### config.mk
export PLATFORM = sky130hd
export DESIGN_NAME = scp_ctrl
export DESIGN_NICKNAME = d
export VERILOG_FILES = /design/src/hdl/scp_pkg.sv /design/src/hdl/scp_ctrl.sv
export SDC_FILE = /design/constraint.sdc
export NUM_CORES = 1
export LEC_CHECK = 0
export ABC_AREA = 1
export BUFFER_PORTS_ARGS = -buffer_cell sky130_fd_sc_hd__buf_4
export CAP_MARGIN = 5
export CORE_AREA = 2 2 39 41
export DETAILED_ROUTE_END_ITERATION = 7
export DIE_AREA = 0 0 41 43
export HOLD_SLACK_MARGIN = 0.06
export PLACE_DENSITY = 0.51
export SLEW_MARGIN = 20
export SYNTH_ARGS = -nofsm -noshare
export SYNTH_HDL_FRONTEND = slang
export SYNTH_SLANG_ARGS = --single-unit
### constraint.sdc
create_clock -name clk -period 3.1 [get_ports clk]
set_clock_uncertainty 0.05 [all_clocks]
set_input_delay 0.62 -clock clk [delete_from_list [all_inputs] [get_ports clk]]
set_output_delay 0.62 -clock clk [all_outputs]
set_load 0.1 [all_outputs]
### src/hdl/scp_pkg.sv
// Shared types and constants for the site pattern compressor.
// Used by the interfaces, controller, datapath, top level, checker and bench; no dependencies.
package scp_pkg;

    // Fixed field widths
    localparam int COL_W      = 64;
    localparam int CODE_W     = 4;
    localparam int LANES_MAX  = 16;
    localparam int CNT16_W    = 16;

    // Command codes on the input word
    localparam logic [1:0] CMD_INSERT = 2'd0;
    localparam logic [1:0] CMD_READ   = 2'd1;
    localparam logic [1:0] CMD_CLEAR  = 2'd2;

    // Status codes on the result word
    localparam logic [1:0] ST_OK    = 2'd0;
    localparam logic [1:0] ST_FULL  = 2'd1;
    localparam logic [1:0] ST_RANGE = 2'd2;

    localparam logic [4:0]         NUM_TAXA_RESET = 5'd16;
    localparam logic [CNT16_W-1:0] SAT16          = 16'hFFFF;

    // Controller states
    typedef enum logic [1:0] {
        S_IDLE,
        S_DECODE,
        S_SCAN,
        S_FINISH
    } state_t;

    // Read address source for the pattern memories
    typedef enum logic [1:0] {
        ADDR_ZERO,
        ADDR_NEXT,
        ADDR_READ
    } addr_sel_t;

    // Controller to datapath
    typedef struct packed {
        logic      load;
        logic      issue;
        addr_sel_t addr_sel;
        logic      capture_hit;
        logic      finish;
    } ctrl_cmd_t;

    // Datapath to controller
    typedef struct packed {
        logic [1:0] cmd;
        logic       table_empty;
        logic       read_in_range;
        logic       hit;
        logic       last;
        logic       out_free;
    } dp_status_t;

endpackage

### src/hdl/scp_ctrl.sv
// Controller state machine: sequences decode, table scan and result write.
// Depends on scp_pkg for states and the command/status structs.
module scp_ctrl (
    input  logic                clk,
    input  logic                rst_n,
    input  logic                in_valid,
    output logic                in_ready,
    input  scp_pkg::dp_status_t status,
    output scp_pkg::ctrl_cmd_t  ctrl
);

    scp_pkg::state_t state_reg;
    scp_pkg::state_t state_next;

    // State register
    always_ff @(posedge clk or negedge rst_n)
    begin
        if (!rst_n)
        begin
            state_reg <= scp_pkg::S_IDLE;
        end
        else
        begin
            state_reg <= state_next;
        end
    end

    // Next state and commands
    always_comb
    begin
        state_next       = state_reg;
        in_ready         = 1'b0;
        ctrl.load        = 1'b0;
        ctrl.issue       = 1'b0;
        ctrl.addr_sel    = scp_pkg::ADDR_ZERO;
        ctrl.capture_hit = 1'b0;
        ctrl.finish      = 1'b0;
        case (state_reg)
            scp_pkg::S_IDLE:
            begin
                in_ready = 1'b1;
                if (in_valid)
                begin
                    ctrl.load  = 1'b1;
                    state_next = scp_pkg::S_DECODE;
                end
            end
            scp_pkg::S_DECODE:
            begin
                state_next = scp_pkg::S_FINISH;
                case (status.cmd)
                    scp_pkg::CMD_INSERT:
                    begin
                        if (!status.table_empty)
                        begin
                            ctrl.issue    = 1'b1;
                            ctrl.addr_sel = scp_pkg::ADDR_ZERO;
                            state_next    = scp_pkg::S_SCAN;
                        end
                    end
                    scp_pkg::CMD_READ:
                    begin
                        if (status.read_in_range)
                        begin
                            ctrl.issue    = 1'b1;
                            ctrl.addr_sel = scp_pkg::ADDR_READ;
                        end
                    end
                    default:
                    begin
                        state_next = scp_pkg::S_FINISH;
                    end
                endcase
            end
            scp_pkg::S_SCAN:
            begin
                // one stored entry compared per cycle, next read in flight
                if (status.hit)
                begin
                    ctrl.capture_hit = 1'b1;
                    state_next       = scp_pkg::S_FINISH;
                end
                else if (status.last)
                begin
                    state_next = scp_pkg::S_FINISH;
                end
                else
                begin
                    ctrl.issue    = 1'b1;
                    ctrl.addr_sel = scp_pkg::ADDR_NEXT;
                end
            end
            scp_pkg::S_FINISH:
            begin
                if (status.out_free)
                begin
                    ctrl.finish = 1'b1;
                    state_next  = scp_pkg::S_IDLE;
                end
            end
            default:
            begin
                state_next = scp_pkg::S_IDLE;
            end
        endcase
    end

endmodule

After elaboration in Yosys (flattened, before gate mapping) --
Index checks and enable logic that the tools add are counted.
Word-level totals: register bits after elaboration 2, output and inout port bits 7, logic and storage cells 31
Cells by class: mux-type cells 20, reductions and logical operators 3, equality and inequality tests 7
Operators with widths (count):
- $mux 3 | 4
- $pmux 3 s2 | 2
- $mux 1 | 9
- $mux 2 | 4
- $pmux 2 s4 | 1
- $eq 2x1->1 const B | 2
- $eq 2x2->1 const B | 2
- $logic_not 2->1 | 2
- $ne 2x2->1 const B | 2
- $ne 3x3->1 const B | 1
- $reduce_and 3->1 | 1

Longest topological paths before layout --
Gate-level depths: netlist (run 1).
depth after elaboration 3, mapped depth 8, gate-level depth less buffers 8

Least setup slack after synthesis (run 1) --
No wires, ideal clock.
kind register to output, start point reg state_reg[0], end point out ctrl[3] in the netlist's numbering, slack 0.325 ns, data required time 2.430 ns, path buffers 0, arrival 2.105 ns, cell stages (with the launch flop) 5, cell sequence dfrtp_1 -> inv_1 -> ha_1 -> nand2_1 -> nor2_1
RTL lines:
- start: declaration | line scp_ctrl.sv:12 | scp_pkg::state_t state_reg;
- start signal: assignment | line scp_ctrl.sv:20 | state_reg <= scp_pkg::S_IDLE;
- start signal: assignment | line scp_ctrl.sv:24 | state_reg <= state_next;
- end: declaration | line scp_ctrl.sv:9 | output scp_pkg::ctrl_cmd_t ctrl

==> summary.md, run 1 <==
| Metric | Value |
|---|---|
| Unrepaired setup endpoints after global routing | `false` |
| Clk pwr share | `11.5%` |
| Via-to-Cell Ratio | `3.833` |
| Drt wl/cell | `6.833 µm` |
| Placed wire-length estimate | `455.4 µm` |
| H-tree lvl count | `1` |
| P_sw | `313.4 µW` |
| Root Buffer | `clkbuf_4` |
| CP arrival | `1.57 ns` |
| Hold Slack | `0.1203 ns` |
| Setup violators final | `0` |
| Final nets | `79` |
| Met3 Use GR | `6.283%` |
| R2R setup slack | `1.78 ns` |
| Starting density of the core | `20.07%` |
| Die Area | `0.001763 mm²` |
| Antenna Violating Nets Remaining | `0` |
| Max-cap check violation count | `0` |
| Reg2Reg Depth | `8` |
| Mapped Area | `277.8 µm²` |
| Worst setup SP type | `flip-flop` |
| Number of DRC markers in iteration 0 | `2` |
| DP Worst Slack | `1.047 ns` |
| CTS tree | `done` |
| Worst-path fanout max | `5` |
| Multi-input logic area | `190.2 µm²` |
| Die Y | `43 µm` |
| Initial antenna violation count | `0` |
| Buffers on Ports | `16` |
| Total core area | `0.001384 mm²` |
| Fraction of layout cells with a size suffix above 1 | `40.32%` |
| DRC | `0` |
| Final core occ | `31.83%` |
| Flops & latches, synth | `2` |
| Peak VDD IR | `0.0002990 V` |
| Relative slew slack | `81.48%` |
| Antenna diodes | `0` |
| Worst setup endpoint | `ctrl[4]` |
| DIE WIDTH | `41 µm` |
| Worst-margin pin slew | `0.2800 ns` |
| TritonCTS Sinks | `2` |
| Worst-path clk slew | `0.03 ns` |
| Synth Instances | `43` |
| Ports | `17` |
| Setup Fix Bufs, Post-CTS | `0` |
| CTS Hold Buffers Added | `0` |
| Net Count, Synth | `58` |
| Largest net degree at the start of global routing | `6` |
| Row count | `14` |
| Setup CP Type | `reg -> out` |
| Cell variety after synth | `9` |
| Worst Setup End Kind | `output pin` |
| Tightest Hold Check Type | `in -> async` |
| Skew-Pair Late Insertion Delay | `0.22 ns` |
| Routability cong. | `0.7104` |
| Total Routed Length | `533 µm` |
| Tcrit/Tclk final | `72.10%` |
| Combinational power share | `77.4%` |
| Crit Reg-Reg Endpoint | `state_reg[0]` |
| P_int | `186.8 µW` |
| Synth-to-Final Area Change | `58.56%` |
| Sequential element share of the synthesized area | `18.02%` |
| Flip-flop and latch area | `50.05 µm²` |
| Worst setup startpoint | `state_reg[0]` |
| Fin worst setup slack | `0.8649 ns` |
| Cts repair resizes | `0` |
| First-pass GRT wire length | `924 µm` |
| Syn. warnings | `0` |
| CTS buffer count | `3` |
| Reg power frac | `11.0%` |
| Via count | `299` |
| GR Util met1 | `7.742%` |
| Worst r2r src | `state_reg[0]` |
| GR Layer Usage met2 | `12.50%` |
| Worst Path Required | `2.43 ns` |
| Outcome | `finished, final reports clean` |
| Global route hottest layer | `met2` |
| # fillers | `155` |
| Drt pass-1 iters | `2` |
| GRT overflow | `0` |
| CTS Buffer Depth | `2` |
| Sw Share | `62.65%` |
| Setup_tns | `0 ns` |
| Cell Pwr Density | `1136 mW/mm²` |
| Final-report max-slew violation count | `0` |
| Final hold violation count | `0` |
| Peak Freq | `447.4 MHz` |
| Leak Pwr | `0.0002808 µW` |
| All-layer global routing usage | `8.241%` |
| Max reg flops | `2` |
| Final Critical Period | `2.235 ns` |
| Vias in the first global route | `254` |
| Mean Syn Cell Area | `6.460 µm²` |
-- cell type report --
type                            instances  area share [%]
Tap cell                               16           4.545
Sequential cell                         2           11.36
Multi-Input combinational cell         31           43.18
Inverter                               10           8.523
Timing Repair Buffer                   16           27.27
Clock buffer                            3           5.114
-- per-stage QoR --
stage                     area, µm²  cells  total power (µW)
after global placement        417.9     75             448.3
after floorplan               277.8     43             377.0
after global routing          440.4     78             541.1
final                         440.4     78             500.3
after CTS                     440.4     78             509.7
after detailed placement      417.9     75             445.8
-- metal layers --
metal	wire, µm	share of wire [%]	vias to the layer above
met4	0	0	0
met1	202	38	127
met3	46	8.6	0
li1	-	-	164
met2	285	53	8
met5	0	0	-
-- worst max-delay path: stages, from the launching register on --
cell     delay (ns)
dfrtp_1        0.41
inv_1          0.12
ha_1           0.18
nand2_1        0.09
nor2_4         0.13
nand2_1        0.06
nand2_1        0.06
buf_4          0.28
-- cell usage after synthesis (all sizes together) --
cell type  instances  area share, %
nand2             17             27
inv               10             14
ha                 5             23
nor2               5             12
dfrtp              2             18
nand3              2            3.6
o21ai              2            3.6
-- cells in the final DEF, fill, tap and decap left out --
| master | netlist | layout |
|---|---|---|
| buf_4 | 0 | 16 |
| clkbuf_4 | 0 | 3 |
| dfrtp_1 | 2 | 2 |
| ha_1 | 5 | 5 |
| inv_1 | 10 | 10 |
| nand2_1 | 13 | 13 |
| nand2_2 | 4 | 4 |
| nand3_1 | 2 | 2 |
| nor2_1 | 3 | 3 |
| nor2_4 | 2 | 2 |
| o21ai_1 | 2 | 2 |
-- power groups by stage --
stage / Sequential (µW) / Combinational (µW) / Clock (µW)
after floorplan: 52.9 / 324 / 0
after global placement: 56.2 / 392 / 0
after detailed placement: 56.1 / 390 / 0
after CTS: 55.8 / 391 / 62.4
after global routing: 59.0 / 417 / 64.9
final: 55.2 / 387 / 57.7
-- worst min-delay path by stage --
stage | cells past startpoint | slack (ns) | startpoint | end
2_1_floorplan | 0 | 0.27 | rst_n | state_reg[0]
3_3_place_gp | 1 | 0.35 | rst_n | state_reg[0]
3_5_place_dp | 1 | 0.35 | rst_n | state_reg[1]
4_1_cts | 1 | 0.11 | rst_n | state_reg[0]
5_1_grt | 1 | 0.11 | rst_n | state_reg[1]
6_report | 1 | 0.12 | rst_n | state_reg[0]
-- cells by family (layout without fill, tap and decap cells) --
kind of cell | count (synthesis) | count (layout) | share of synthesized area (%)
AOI/OAI and AO/OA | 2 | 2 | 3.604
adders and majority gates | 5 | 5 | 22.52
DFF | 2 | 2 | 18.02
and+or+nand+nor | 24 | 24 | 42.34
buffers and inverters | 10 | 29 | 13.51
No activity file was read; power rests on OpenSTA's default activity.
==> run 2: changes to the inputs <==
--- a/config.mk
+++ b/config.mk
@@ -12,7 +12,7 @@
 export DETAILED_ROUTE_END_ITERATION = 7
 export DIE_AREA = 0 0 41 43
 export HOLD_SLACK_MARGIN = 0.06
-export PLACE_DENSITY = 0.51
+export PLACE_DENSITY = 0.52
 export SLEW_MARGIN = 20
 export SYNTH_ARGS = -nofsm -noshare
 export SYNTH_HDL_FRONTEND = slang
==> constraint.sdc (replaced) <==
create_clock -name clk -period 2.03 [get_ports clk]
set_clock_uncertainty 0.05 [all_clocks]
set_input_delay 0.406 -clock clk [delete_from_list [all_inputs] [get_ports clk]]
set_output_delay 0.406 -clock clk [all_outputs]
set_load 0.1 [all_outputs]
==> summary.md, run 2 (synthesized netlist as in run 1, its figures left out) <==
| Metric | Value |
|---|---|
| Vias in the first global route | `251 (was 254)` |
| Critical path buffers and inverters | `2 (unchanged)` |
| Leak Pwr | `0.0002900 µW (was 0.0002808 µW)` |
| Global route hottest layer | `met2 (unchanged)` |
| All-layer global routing usage | `8.417% (was 8.241%)` |
| Worst-margin pin slew | `0.2786 ns (was 0.2800 ns)` |
| Number of DRC markers in iteration 0 | `0 (was 2)` |
| Max reg flops | `2 (unchanged)` |
| Peak Freq | `526.4 MHz` |
| Total core area | `0.001384 mm² (unchanged)` |
| Crit-path cells | `inv_1 > ha_2 > nand2_1 > nor2_4 > buf_8 (was inv_1 > ha_1 > nand2_1 > nor2_4 > nand2_1 > nand2_1 > buf_4)` |
| CP arrival | `1.44 ns (was 1.57 ns)` |
| # fillers | `147 (was 155)` |
| CTS buffer count | `3 (unchanged)` |
| Antenna diodes | `0 (unchanged)` |
| Post-Place Cell Area | `473.0 µm² (was 417.9 µm²)` |
| Worst-path fanout max | `5 (unchanged)` |
| Tightest Hold Check Type | `in -> async (unchanged)` |
| Die Y | `43 µm (unchanged)` |
| Worst-path clk slew | `0.03 ns (about the same)` |
| Most common cell after layout, fill and taps aside | `buf_4 (unchanged)` |
| Placed Cells | `76 (was 75)` |
| Non-Filler Instances | `81 (was 78)` |
| Via-to-Cell Ratio | `3.790 (was 3.833)` |
| Max-cap check violation count | `0 (unchanged)` |
| Setup CP Type | `reg -> out (unchanged)` |
| Delay of the slowest critical-path stage | `0.38 ns (was 0.41 ns)` |
| Antenna Violating Nets Remaining | `0 (unchanged)` |
| Relative slew slack | `81.58% (was 81.48%)` |
| DRC | `0 (unchanged)` |
| Tcrit/Tclk final | `93.57%` |
| Total Routed Length | `575 µm (was 533 µm)` |
| PnR Total Power | `879.4 µW (was 500.3 µW)` |
| Final instance area | `533.0 µm² (was 440.4 µm²)` |
| Setup violators final | `0 (unchanged)` |
| Final hold violation count | `0 (unchanged)` |
| Starting density of the core | `20.07% (unchanged)` |
| Worst Setup End Kind | `output pin (unchanged)` |
| Worst setup SP type | `flip-flop (unchanged)` |
| Placed wire-length estimate | `465.9 µm (was 455.4 µm)` |
| Routability cong. | `0.8004 (was 0.7104)` |
| Met3 Use GR | `4.712% (was 6.283%)` |
| Worst Path Required | `1.57 ns (was 2.43 ns)` |
| Skew-Pair Late Insertion Delay | `0.22 ns (about the same)` |
| TritonCTS Sinks | `2 (unchanged)` |
| CTS tree | `done (unchanged)` |
| H-tree lvl count | `1 (unchanged)` |
| DIE WIDTH | `41 µm (unchanged)` |
| Buffers on Ports | `16 (unchanged)` |
| Unrepaired setup endpoints after global routing | `false (unchanged)` |
| Cell Pwr Density | `1650 mW/mm² (was 1136 mW/mm²)` |
| Outcome | `finished, final reports clean (unchanged)` |
| Largest net degree at the start of global routing | `6 (unchanged)` |
| Most frequent cells in the layout | `buf_4, nand2_1, inv_1, nand2_2 (was buf_4, nand2_1, inv_1, ha_1, nand2_2)` |
| Hold Slack | `0.4577 ns (was 0.1203 ns)` |
| GR Layer Usage met2 | `10.94% (was 12.50%)` |
| Drt pass-1 iters | `1 (was 2)` |
| GRT overflow | `0 (unchanged)` |
| Drt wl/cell | `7.099 µm (was 6.833 µm)` |
| Peak VDD IR | `0.0005633 V (was 0.0002990 V)` |
| Initial antenna violation count | `0 (unchanged)` |
| GR Util met1 | `10.86% (was 7.742%)` |
| Via count | `307 (was 299)` |
| CTS Buffer Depth | `2 (unchanged)` |
| Final nets | `82 (was 79)` |
| Final-report max-slew violation count | `0 (unchanged)` |
| Cell family with most CP delay | `adder cells (was flip-flops)` |
| Ports | `17 (unchanged)` |
| Synth-to-Final Area Change | `91.89% (was 58.56%)` |
| Die Area | `0.001763 mm² (unchanged)` |
| Fraction of layout cells with a size suffix above 1 | `55.38% (was 40.32%)` |
| First-pass GRT wire length | `1000 µm (was 924 µm)` |
| Crit-path slowest cell | `ha_2 (was dfrtp_1)` |
| Final Critical Period | `1.900 ns` |
| Row count | `14 (unchanged)` |
| Root Buffer | `clkbuf_4 (unchanged)` |
[run 2: cell count changes in the layout (fill, tap and decap cells not counted), sizes merged]
| cell | delta |
|---|---|
| buf | +2 |
| inv | -1 |
| clkinvlp | +1 |
| dlygate4sd3 | +1 |
[run 2: worst paths after layout]
path	startpoint	to	slack [ns]	cells past startpoint
max reg2reg	state_reg[0]	state_reg[0]	0.71	8
max in group asynchronous	rst_n	state_reg[1]	1.38	2
max	state_reg[1]	ctrl[3]	0.13	5
min in group clk	status[2]	state_reg[1]	0.52	4
min reg2reg	state_reg[0]	state_reg[0]	0.57	3
min	rst_n	state_reg[0]	0.46	2
[run 2: report_power, final]
group          internal [µW]  switching, µW  total (µW)
Sequential              63.2           11.6        74.8
Clock                   65.2           22.0        87.2
Combinational            221            496         717
[run 2: per-layer routing]
metal,up-vias,part of all wire (%)
met4,0,0
li1,170,-
met2,7,50
met1,130,42
met3,0,7.8
met5,-,0
[run 2: worst register-to-register path, cell delays in order (launching register included)]
cell and delay (ns):
dfrtp_1 0.38, buf_4 0.15, ha_1 0.21, nand2_2 0.07, nand2_2 0.06, nor2_4 0.14, nand2_2 0.05, nand2_1 0.05
nand2_1 0.04
[run 2: cell type report]
type                    instances  area (µm²)  share of cell area [%]
clock buffers                   3       22.52                   4.225
inverters                      10       41.29                   7.746
multi-input cells              31       239.0                   44.84
flip-flops and latches          2       50.05                   9.390
well taps                      16       20.02                   3.756
repair buffers                 19       160.2                   30.05
[run 2: timing repair]
action                                  CTS  global route
endpoints found under the setup margin    2             2
endpoints found under the hold margin     2             0
setup buffers                             1             0
hold buffers                              1             0
gates resized for setup                   2             3
[run 2: metrics by stage]
stage	setup WS, ns	TNS, ns	util (%)
2_1_floorplan	-0.06132	-0.1177	-
3_3_place_gp	0.1573	0	34.18
3_5_place_dp	0.1403	0	34.18
4_1_cts	0.04680	0	37.61
5_1_grt	0.01324	0	38.52
6_report	0.1305	0	38.52
